<file path="src/hdl/itap_pkg.sv">
`timescale 1ns / 1ps

package itap_pkg;

   // Parser phases while one address string streams in.
   typedef enum logic [2:0] {
      PH_BEGIN        = 3'd0,
      PH_LEAD_COLON   = 3'd1,
      PH_AFTER_COLON  = 3'd2,
      PH_AFTER_DCOLON = 3'd3,
      PH_HEXTET       = 3'd4,
      PH_V4_DOT       = 3'd5,
      PH_V4_DIGIT     = 3'd6
   } itap_phase_type;

   // Configuration register indexes.
   localparam logic CSR_ALLOW_IPV4_TAIL = 1'b0;
   localparam logic CSR_EMPTY_OK        = 1'b1;

   localparam logic [7:0] CHAR_COLON = 8'h3a;
   localparam logic [7:0] CHAR_DOT   = 8'h2e;

   localparam logic [3:0] GROUPS_FULL      = 4'd8;
   localparam logic [3:0] GROUPS_WITH_RUN  = 4'd7;
   localparam logic [8:0] OCTET_MAX        = 9'd255;
   localparam logic [8:0] DECIMAL_SATURATE = 9'd256;
   localparam logic [15:0] HEXTET_SHIFT_MAX = 16'h0fff;
   localparam logic [15:0] V4_MAPPED_MARK  = 16'hffff;

   typedef struct packed {
      logic [7:0] char_code;
      logic       last_char;
      logic       empty_string;
   } itap_char_type;

   typedef struct packed {
      logic allow_ipv4_tail;
      logic empty_ok;
   } itap_cfg_type;

   typedef struct packed {
      logic [63:0] addr_high;
      logic [63:0] addr_low;
      logic        addr_valid;
   } itap_result_type;

endpackage

</file>
<file path="src/hdl/ipv6_text_address_parser.sv">
`timescale 1ns / 1ps
// A character's transfer loads the input register; its result then loads the result register,
// once that register is free, and is presented on the response channel.
// Throughput: one character per cycle, set by the parse step in itap_parse_core;
// a character that ends a string waits while an earlier result is still stalled.
// Reset (synchronous, active high) empties both registers, clears the parse state, enables
// IPv4 tails and disables empty strings.
module ipv6_text_address_parser import itap_pkg::*; (
   input  logic        clock,
   input  logic        reset,
   input  logic        req_valid,
   output logic        req_stall,
   input  logic [7:0]  req_char_code,
   input  logic        req_last_char,
   input  logic        req_empty_string,
   output logic        rsp_valid,
   input  logic        rsp_stall,
   output logic [63:0] rsp_addr_high,
   output logic [63:0] rsp_addr_low,
   output logic        rsp_addr_valid,
   input  logic        csr_write_enable,
   input  logic        csr_index,
   input  logic        csr_write_data
);

   itap_cfg_type    cfg_ff, cfg_in;
   logic            in_valid_ff, in_valid_in;
   itap_char_type   in_item_ff;
   logic            rsp_valid_ff, rsp_valid_in;
   itap_result_type rsp_data_ff;
   itap_result_type step_result;

   logic req_transfer;
   logic needs_output;
   logic out_free;
   logic step;

   // The held character advances when it makes no result, or when the result register
   // is empty or being drained in this cycle. Characters that end no string keep
   // flowing even while a finished result waits to be taken.
   assign needs_output = in_item_ff.last_char | in_item_ff.empty_string;
   assign out_free     = !rsp_valid_ff || !rsp_stall;
   assign step         = in_valid_ff && (!needs_output || out_free);
   assign req_stall    = in_valid_ff && !step;
   assign req_transfer = req_valid && !req_stall;

   always_comb begin
      in_valid_in = in_valid_ff;
      if (req_transfer) begin
         in_valid_in = 1'b1;
      end else if (step) begin
         in_valid_in = 1'b0;
      end

      rsp_valid_in = rsp_valid_ff;
      if (step && needs_output) begin
         rsp_valid_in = 1'b1;
      end else if (rsp_valid_ff && !rsp_stall) begin
         rsp_valid_in = 1'b0;
      end

      // The user must write the registers only while the block is idle; the block does not enforce this.
      cfg_in = cfg_ff;
      if (csr_write_enable) begin
         case (csr_index)
            CSR_ALLOW_IPV4_TAIL: cfg_in.allow_ipv4_tail = csr_write_data;
            CSR_EMPTY_OK:        cfg_in.empty_ok        = csr_write_data;
            default:             cfg_in = cfg_ff;
         endcase
      end
   end

   itap_parse_core u_parse_core (
      .clock  (clock),
      .reset  (reset),
      .step   (step),
      .item   (in_item_ff),
      .cfg    (cfg_ff),
      .result (step_result)
   );

   always_ff @(posedge clock) begin
      if (reset) begin
         in_valid_ff            <= 1'b0;
         rsp_valid_ff           <= 1'b0;
         cfg_ff.allow_ipv4_tail <= 1'b1;
         cfg_ff.empty_ok        <= 1'b0;
      end else begin
         in_valid_ff  <= in_valid_in;
         rsp_valid_ff <= rsp_valid_in;
         cfg_ff       <= cfg_in;
      end
   end

   // Payload registers load on their transfers and need no reset.
   always_ff @(posedge clock) begin
      if (req_transfer) begin
         in_item_ff.char_code    <= req_char_code;
         in_item_ff.last_char    <= req_last_char;
         in_item_ff.empty_string <= req_empty_string;
      end
      if (step && needs_output) begin
         rsp_data_ff <= step_result;
      end
   end

   assign rsp_valid      = rsp_valid_ff;
   assign rsp_addr_high  = rsp_data_ff.addr_high;
   assign rsp_addr_low   = rsp_data_ff.addr_low;
   assign rsp_addr_valid = rsp_data_ff.addr_valid;

endmodule

</file>
<file path="src/hdl/itap_parse_core.sv">
`timescale 1ns / 1ps

module itap_parse_core import itap_pkg::*; (
   input  logic            clock,
   input  logic            reset,
   input  logic            step,
   input  itap_char_type   item,
   input  itap_cfg_type    cfg,
   output itap_result_type result
);

   itap_phase_type phase_ff, phase_in;
   logic [15:0] head_ff [8];
   logic [15:0] head_in [8];
   // Tail groups shift in at index 0, so the newest group sits at the address end.
   logic [15:0] tail_ff [8];
   logic [15:0] tail_in [8];
   logic [3:0]  total_ff, total_in;
   logic [15:0] gval_ff, gval_in;
   logic [8:0]  gdec_ff, gdec_in;
   logic        all_dec_ff, all_dec_in;
   logic        first_ff, first_in;
   logic        dcolon_ff, dcolon_in;
   logic [7:0]  oct_ff [3];
   logic [7:0]  oct_in [3];
   logic [1:0]  dot_ff, dot_in;
   logic        err_ff, err_in;

   logic        is_dec, is_hex, is_colon, is_dot;
   logic [3:0]  hex_val;
   logic [11:0] dec_prod;
   logic [3:0]  limit;

   // Character classification.
   always_comb begin
      is_dec   = (item.char_code >= 8'h30) && (item.char_code <= 8'h39);
      is_colon = (item.char_code == CHAR_COLON);
      is_dot   = (item.char_code == CHAR_DOT);
      is_hex   = 1'b1;
      hex_val  = 4'd0;
      if (is_dec) begin
         hex_val = item.char_code[3:0];
      end else if ((item.char_code >= 8'h61) && (item.char_code <= 8'h66)) begin
         hex_val = 4'(item.char_code - 8'h57);
      end else if ((item.char_code >= 8'h41) && (item.char_code <= 8'h46)) begin
         hex_val = 4'(item.char_code - 8'h37);
      end else begin
         is_hex = 1'b0;
      end
      dec_prod = ({3'b000, gdec_ff} * 12'd10) + {8'h00, hex_val};
      limit    = dcolon_ff ? GROUPS_WITH_RUN : GROUPS_FULL;
   end

   // Effect of one character on the parse state.
   always_comb begin
      phase_in   = phase_ff;
      head_in    = head_ff;
      tail_in    = tail_ff;
      total_in   = total_ff;
      gval_in    = gval_ff;
      gdec_in    = gdec_ff;
      all_dec_in = all_dec_ff;
      first_in   = first_ff;
      dcolon_in  = dcolon_ff;
      oct_in     = oct_ff;
      dot_in     = dot_ff;
      err_in     = err_ff;
      if (!err_ff) begin
         case (phase_ff)
            PH_BEGIN, PH_AFTER_COLON, PH_AFTER_DCOLON: begin
               if (is_hex) begin
                  gval_in    = {12'h000, hex_val};
                  all_dec_in = is_dec;
                  gdec_in    = is_dec ? {5'b00000, hex_val} : 9'd0;
                  phase_in   = PH_HEXTET;
               end else if (is_colon && (phase_ff == PH_BEGIN)) begin
                  phase_in = PH_LEAD_COLON;
               end else if (is_colon && (phase_ff == PH_AFTER_COLON) && !dcolon_ff
                            && (total_ff < GROUPS_FULL)) begin
                  dcolon_in = 1'b1;
                  phase_in  = PH_AFTER_DCOLON;
               end else begin
                  err_in = 1'b1;
               end
            end
            PH_LEAD_COLON: begin
               if (is_colon) begin
                  dcolon_in = 1'b1;
                  first_in  = 1'b0;
                  phase_in  = PH_AFTER_DCOLON;
               end else begin
                  err_in = 1'b1;
               end
            end
            PH_HEXTET: begin
               if (is_hex) begin
                  if (gval_ff > HEXTET_SHIFT_MAX) begin
                     err_in = 1'b1;
                  end else begin
                     gval_in = {gval_ff[11:0], hex_val};
                     if (!is_dec) begin
                        all_dec_in = 1'b0;
                     end else if (all_dec_ff) begin
                        gdec_in = (dec_prod > {3'b000, OCTET_MAX}) ? DECIMAL_SATURATE
                                                                   : dec_prod[8:0];
                     end
                  end
               end else if (is_colon) begin
                  if (total_ff < limit) begin
                     if (dcolon_ff) begin
                        tail_in[0] = gval_ff;
                        for (int j = 1; j < 8; j++) begin
                           tail_in[j] = tail_ff[j-1];
                        end
                     end else begin
                        head_in[total_ff[2:0]] = gval_ff;
                     end
                     total_in = total_ff + 4'd1;
                  end else begin
                     err_in = 1'b1;
                  end
                  first_in = 1'b0;
                  phase_in = PH_AFTER_COLON;
               end else if (is_dot) begin
                  if (!cfg.allow_ipv4_tail || !all_dec_ff || (gdec_ff > OCTET_MAX)) begin
                     err_in = 1'b1;
                  end else if (!first_ff
                               && (({1'b0, total_ff} + 5'd2) > {1'b0, limit})) begin
                     err_in = 1'b1;
                  end else begin
                     oct_in[0] = gdec_ff[7:0];
                     dot_in    = 2'd1;
                     gdec_in   = 9'd0;
                     phase_in  = PH_V4_DOT;
                  end
               end else begin
                  err_in = 1'b1;
               end
            end
            PH_V4_DOT: begin
               if (is_dec) begin
                  gdec_in  = {5'b00000, hex_val};
                  phase_in = PH_V4_DIGIT;
               end else begin
                  err_in = 1'b1;
               end
            end
            PH_V4_DIGIT: begin
               if (is_dec) begin
                  gdec_in = dec_prod[8:0];
                  if (dec_prod > {3'b000, OCTET_MAX}) begin
                     err_in = 1'b1;
                  end
               end else if (is_dot && (dot_ff != 2'd3)) begin
                  case (dot_ff)
                     2'd0:    oct_in[0] = gdec_ff[7:0];
                     2'd1:    oct_in[1] = gdec_ff[7:0];
                     default: oct_in[2] = gdec_ff[7:0];
                  endcase
                  dot_in   = dot_ff + 2'd1;
                  gdec_in  = 9'd0;
                  phase_in = PH_V4_DOT;
               end else begin
                  err_in = 1'b1;
               end
            end
            default: begin
               err_in = 1'b1;
            end
         endcase
      end
   end

   // End of string: close the open group or IPv4 tail and lay out the address.
   logic [1:0]  fin_count;
   logic [15:0] fin_v0, fin_v1;
   logic [3:0]  fin_limit;
   logic [4:0]  fin_total;
   logic        fin_ok, fin_mapped;
   logic [31:0] fin_v4;
   logic [2:0]  fin_idx0, fin_idx1;
   logic [15:0] head_f [8];
   logic [15:0] tail_f [8];
   logic [15:0] grp [8];

   always_comb begin
      fin_count  = 2'd0;
      fin_v0     = gval_in;
      fin_v1     = {oct_in[2], gdec_in[7:0]};
      fin_limit  = dcolon_in ? GROUPS_WITH_RUN : GROUPS_FULL;
      fin_ok     = !err_in;
      fin_mapped = 1'b0;
      fin_v4     = {oct_in[0], oct_in[1], oct_in[2], gdec_in[7:0]};
      case (phase_in)
         PH_HEXTET: begin
            fin_count = 2'd1;
            if (total_in >= fin_limit) begin
               fin_ok = 1'b0;
            end
         end
         PH_AFTER_DCOLON: begin
            fin_count = 2'd0;
         end
         PH_V4_DIGIT: begin
            if (dot_in != 2'd3) begin
               fin_ok = 1'b0;
            end else if (first_in) begin
               fin_mapped = 1'b1;
            end else begin
               fin_count = 2'd2;
               fin_v0    = {oct_in[0], oct_in[1]};
               if ((total_in >= fin_limit) || ((total_in + 4'd1) >= fin_limit)) begin
                  fin_ok = 1'b0;
               end
            end
         end
         default: begin
            fin_ok = 1'b0;
         end
      endcase
      fin_total = {1'b0, total_in} + {3'b000, fin_count};
      if (!fin_mapped) begin
         if (dcolon_in ? (fin_total > {1'b0, GROUPS_WITH_RUN})
                       : (fin_total != {1'b0, GROUPS_FULL})) begin
            fin_ok = 1'b0;
         end
      end

      fin_idx0 = total_in[2:0];
      fin_idx1 = fin_idx0 + 3'd1;
      head_f   = head_in;
      tail_f   = tail_in;
      if (dcolon_in) begin
         if (fin_count == 2'd1) begin
            tail_f[0] = fin_v0;
            for (int j = 1; j < 8; j++) begin
               tail_f[j] = tail_in[j-1];
            end
         end else if (fin_count == 2'd2) begin
            tail_f[0] = fin_v1;
            tail_f[1] = fin_v0;
            for (int j = 2; j < 8; j++) begin
               tail_f[j] = tail_in[j-2];
            end
         end
      end else begin
         if (fin_count != 2'd0) begin
            head_f[fin_idx0] = fin_v0;
         end
         if (fin_count == 2'd2) begin
            head_f[fin_idx1] = fin_v1;
         end
      end
      // Unused slots of both arrays hold zero, so the zero run falls out of an OR.
      for (int j = 0; j < 8; j++) begin
         grp[j] = head_f[j] | tail_f[7-j];
      end
   end

   always_comb begin
      result.addr_high  = 64'd0;
      result.addr_low   = 64'd0;
      result.addr_valid = 1'b0;
      if (item.empty_string) begin
         result.addr_valid = cfg.empty_ok;
      end else if (fin_ok) begin
         result.addr_valid = 1'b1;
         if (fin_mapped) begin
            if (fin_v4 != 32'd0) begin
               result.addr_low = {16'h0000, V4_MAPPED_MARK, fin_v4};
            end
         end else begin
            result.addr_high = {grp[0], grp[1], grp[2], grp[3]};
            result.addr_low  = {grp[4], grp[5], grp[6], grp[7]};
         end
      end
   end

   always_ff @(posedge clock) begin
      if (reset || (step && (item.empty_string || item.last_char))) begin
         phase_ff   <= PH_BEGIN;
         total_ff   <= 4'd0;
         gval_ff    <= 16'd0;
         gdec_ff    <= 9'd0;
         all_dec_ff <= 1'b1;
         first_ff   <= 1'b1;
         dcolon_ff  <= 1'b0;
         dot_ff     <= 2'd0;
         err_ff     <= 1'b0;
         for (int j = 0; j < 8; j++) begin
            head_ff[j] <= 16'd0;
            tail_ff[j] <= 16'd0;
         end
         for (int j = 0; j < 3; j++) begin
            oct_ff[j] <= 8'd0;
         end
      end else if (step) begin
         phase_ff   <= phase_in;
         total_ff   <= total_in;
         gval_ff    <= gval_in;
         gdec_ff    <= gdec_in;
         all_dec_ff <= all_dec_in;
         first_ff   <= first_in;
         dcolon_ff  <= dcolon_in;
         dot_ff     <= dot_in;
         err_ff     <= err_in;
         head_ff    <= head_in;
         tail_ff    <= tail_in;
         oct_ff     <= oct_in;
      end
   end

endmodule

</file>
<file path="config.mk">
export PLATFORM = sky130hd
export DESIGN_NAME = ipv6_text_address_parser
export DESIGN_NICKNAME = d
export VERILOG_FILES = /design/src/hdl/itap_pkg.sv /design/src/hdl/ipv6_text_address_parser.sv /design/src/hdl/itap_parse_core.sv
export SDC_FILE = /design/constraint.sdc
export NUM_CORES = 1
export LEC_CHECK = 0
export BUFFER_PORTS_ARGS = -buffer_cell sky130_fd_sc_hd__buf_4
export CAP_MARGIN = 25
export CORE_MARGIN = 8
export CORE_UTILIZATION = 50
export DETAILED_ROUTE_END_ITERATION = 16
export PLACE_DENSITY = 0.65
export SETUP_SLACK_MARGIN = 0.05
export SYNTH_ARGS = -nofsm -noshare
export SYNTH_HDL_FRONTEND = slang
export SYNTH_HIERARCHICAL = 1
export SYNTH_SLANG_ARGS = --single-unit
</file>
<file path="constraint.sdc">
create_clock -name clock -period 12.05 [get_ports clock]
set_input_delay 3.0125 -clock clock [delete_from_list [all_inputs] [get_ports clock]]
set_output_delay 3.0125 -clock clock [all_outputs]
set_load 0.05 [all_outputs]
</file>
==> results.toml <==
[run_status]
status = "finished, final reports clean"

[die]
die-area_um2 = 63800
core_area_um2 = 55200
fp.dieW_um = 253
ios = 148
die_h_um = 253
start_util = 0.507
rows = 86

[clocking]
cts_sinks = 461
clkTransAtPathRegs_ns = 0.06
cts-buffers-inserted = 52
clk_latency_ns = 0.64
cts_setup_buffers = 0
cts_tree = "built"
htreeDepth = 2
hold_buffers = 0
clock-root-buffer = "clkbuf_16"
clock_path_buffers = 3
cts.repair.resized = 0

[final_layout]
utilization = 0.567
instances_no_fill = 4202
finalNetCount = 3476
area.growth.synth_to_final_pct = 11.7
drive_above_1_share = 0.138
design_area_um2 = 31300

[timing]
fmax_ghz = 0.142
setup_ws_ns = 5.02
hold_viol = 0
final.setup_skew_ns = 0.0246
setup_viol = 0
slew_viol_final = 0
period_needed_ns = 7.03
tightestPinTransition_ns = 1.13
max_slew_margin = 0.243
rsz0062_at_grt = "no"
fin_crit_sh = 0.584
setup_tns_ns = 0

[drt]
wire_per_inst_um = 30.6
routed_wl_um = 129000
ant_nets = 0
drtIter0Drc = 4844
drc = 0
via_count = 29000
firstDrtPassIters = 7
vias_per_cell = 6.91

[synthesis]
postSynthCellCount = 3427
yosysWarnings = 6
synth_fp_nets = 3494
synth_cell_type_count = 114
yosysSeqAreaShare = 0.379
async_flop_share = 0
ys_ff_latch = 461
synthesis.area_um2 = 28000
syn_avg_cell_area_um2 = 8.17
synth_edf_count = 139
synth_ff_type = "dfxtp_1"

[setup_path]
cp-start-kind = "flip-flop"
worstSetupPathType = "reg2reg"
crit_arrival_ns = 7.50
path_cells = "inv_1, ha_1, nor3b_2, nand3_1, nor4_4, buf_4, mux2i_1, inv_2, ha_1, ha_1, a21o_1, a21o_1, a21oi_1, a31oi_1, a2111oi_0, o22ai_1, or3_4, buf_4, a31oi_1"
ff2ff_setup_slack_ns = 5.02
endpoint_kind = "flip-flop"
cpMaxStageDelayCell = "ha_1"
crit_family = "simple AND/OR/NAND/NOR gates"
critPathBufInv = 4
cp.required_ns = 12.51
cp_common_cell = "ha_1"
crit_fanout = 71
slowest_delay_ns = 0.74

[placed_design]
dp_hpwl_um = 86000
dp_cells = 4097
place_ws_ns = 5.29
placed_area_um2 = 29500
io_buffers = 147
gp_congestion = 0.993

[grt]
grt_max_degree = 131
grt_pass1_wl_um = 184000
grt_usage = 0.386
antenna_found_initial = 5
grt_pass1_vias = 26300
grt_overflow_total = 0

[run]
drv_cap = 0

[worst_hold_path]
min_path_type = "reg2reg"

[power]
power_density_nw_per_um2 = 117
peakVddDrop_mv = 0.103
power.leakage_nw = 10.6
==> registers in the layout, indices dropped and copies added, names as in the netlist, 2 cells and up <==
register               count
u_parse_core/gdec_ff       9
u_parse_core/gval_ff      16
in_item_ff                10
u_parse_core/oct_ff       24
rsp_addr_low              64
cfg_ff                     2
rsp_addr_high             64
u_parse_core/total_ff      4
u_parse_core/dot_ff        2
u_parse_core/tail_ff     128
u_parse_core/head_ff     128
u_parse_core/phase_ff      3
==> layout make-up <==
type	count	area [um2]
fillers	5086	23900
multi-input cells	2627	16000
flip-flops and latches	461	10600
repair buffers	236	1860
clock buffers	69	1460
well taps	748	936
clock inverters	28	269
inverters	31	118
diodes	2	5.00
==> final timing paths <==
kind	start	endpoint	cells past startpoint
worst max-delay path	in_item_ff[2]	rsp_addr_low[54]	19
worst min-delay path	u_parse_core/head_ff[43]	u_parse_core/head_ff[43]	2
worst max register to register	in_item_ff[2]	rsp_addr_low[54]	19
worst min register to register	u_parse_core/head_ff[43]	u_parse_core/head_ff[43]	2
==> worst register-to-register path, cell delays in order, from the launching register on <==
cell	delay [ns]
edfxtp_1	0.49
inv_1	0.15
ha_1	0.17
nor3b_2	0.70
nand3_1	0.29
nor4_4	0.20
buf_4	0.27
mux2i_1	0.67
inv_2	0.17
ha_1	0.75
ha_1	0.34
a21o_1	0.16
a21o_1	0.18
a21oi_1	0.14
a31oi_1	0.09
a2111oi_0	0.43
o22ai_1	0.26
or3_4	0.57
buf_4	0.44
a31oi_1	0.40
==> through the flow <==
stage	hold slack (ns)	power, W
6_report	0.451	0.00366
3_3_place_gp	0.438	0.00204
2_1_floorplan	0.427	0.00190
4_1_cts	0.453	0.00366
5_1_grt	0.466	0.00374
3_5_place_dp	0.444	0.00204
==> kinds of logic after synthesis <==
| family | count (synthesis) | synth area share |
|---|---|---|
| simple gates | 1219 | 0.189 |
| compound gates | 1082 | 0.253 |
| flops | 461 | 0.379 |
| buf+inv | 339 | 0.0528 |
| mux | 253 | 0.0949 |
| fa+ha+maj | 50 | 0.0231 |
| xor+xnor | 23 | 0.00719 |
==> layout by cell type, fill, tap and decap left out, types with 17 or more instances in the layout <==
cell,n
o22ai_1,74
mux2_2,52
a21oi_1,496
inv_1,23
a31oi_1,20
nand3_1,40
a221oi_1,58
nor3_1,42
a21o_1,19
mux2i_1,191
ha_1,47
nand2_1,734
and3_1,23
a22oi_1,74
o21ai_0,47
buf_4,226
and2_1,17
a211oi_1,79
dfxtp_1,318
o221ai_1,40
nor2_1,231
edfxtp_1,139
clkbuf_16,53
==> synthesized netlist by cell type (7+ instances only) <==
master	n	area [um2]
a31oi_1	20	125
a21oi_1	499	2500
nand4_1	16	100
and3_1	23	144
buf_1	14	52.6
a22oi_1	74	556
a211oi_1	79	593
buf_4	14	105
mux2i_1	192	1920
o31a_1	11	96.3
nor4_1	15	93.8
a221oi_1	58	508
o221ai_1	40	350
o221a_2	7	78.8
o21ai_1	12	60.1
or3_1	8	50.1
xor2_1	9	78.8
mux2_2	52	586
nor2_1	235	882
a221o_1	15	150
clkbuf_1	213	800
and2_1	18	113
nand2b_1	12	75.1
buf_2	56	280
nor3_1	44	220
o21ai_0	47	235
ha_1	47	588
edfxtp_1	139	4170
o22ai_1	74	463
a22o_1	12	105
nand2_1	736	2760
a21o_1	19	143
xnor2_1	14	123
or4_1	8	60.1
buf_6	11	124
a2111oi_0	7	61.3
or2_2	7	43.8
a211o_1	8	70.1
inv_1	24	90.1
dfxtp_1	322	6450
o21a_1	12	90.1
nand3_1	41	205
==> power by group <==
| group | internal [W] | switching (W) |
|---|---|---|
| Combinational | 0.0000886 | 0.000270 |
| Sequential | 0.00163 | 0.0000331 |
| Clock | 0.000939 | 0.000703 |
==> metal layers <==
metal  vias to the layer above  part of all wire  track usage
met3                       420              0.16        0.147
met1                     13800              0.39        0.523
met2                      2301              0.40        0.532
met5                         -           0.00010            0
li1                      12500                 -            -
met4                         2             0.057        0.185
No activity file was read; power rests on OpenSTA's default activity.
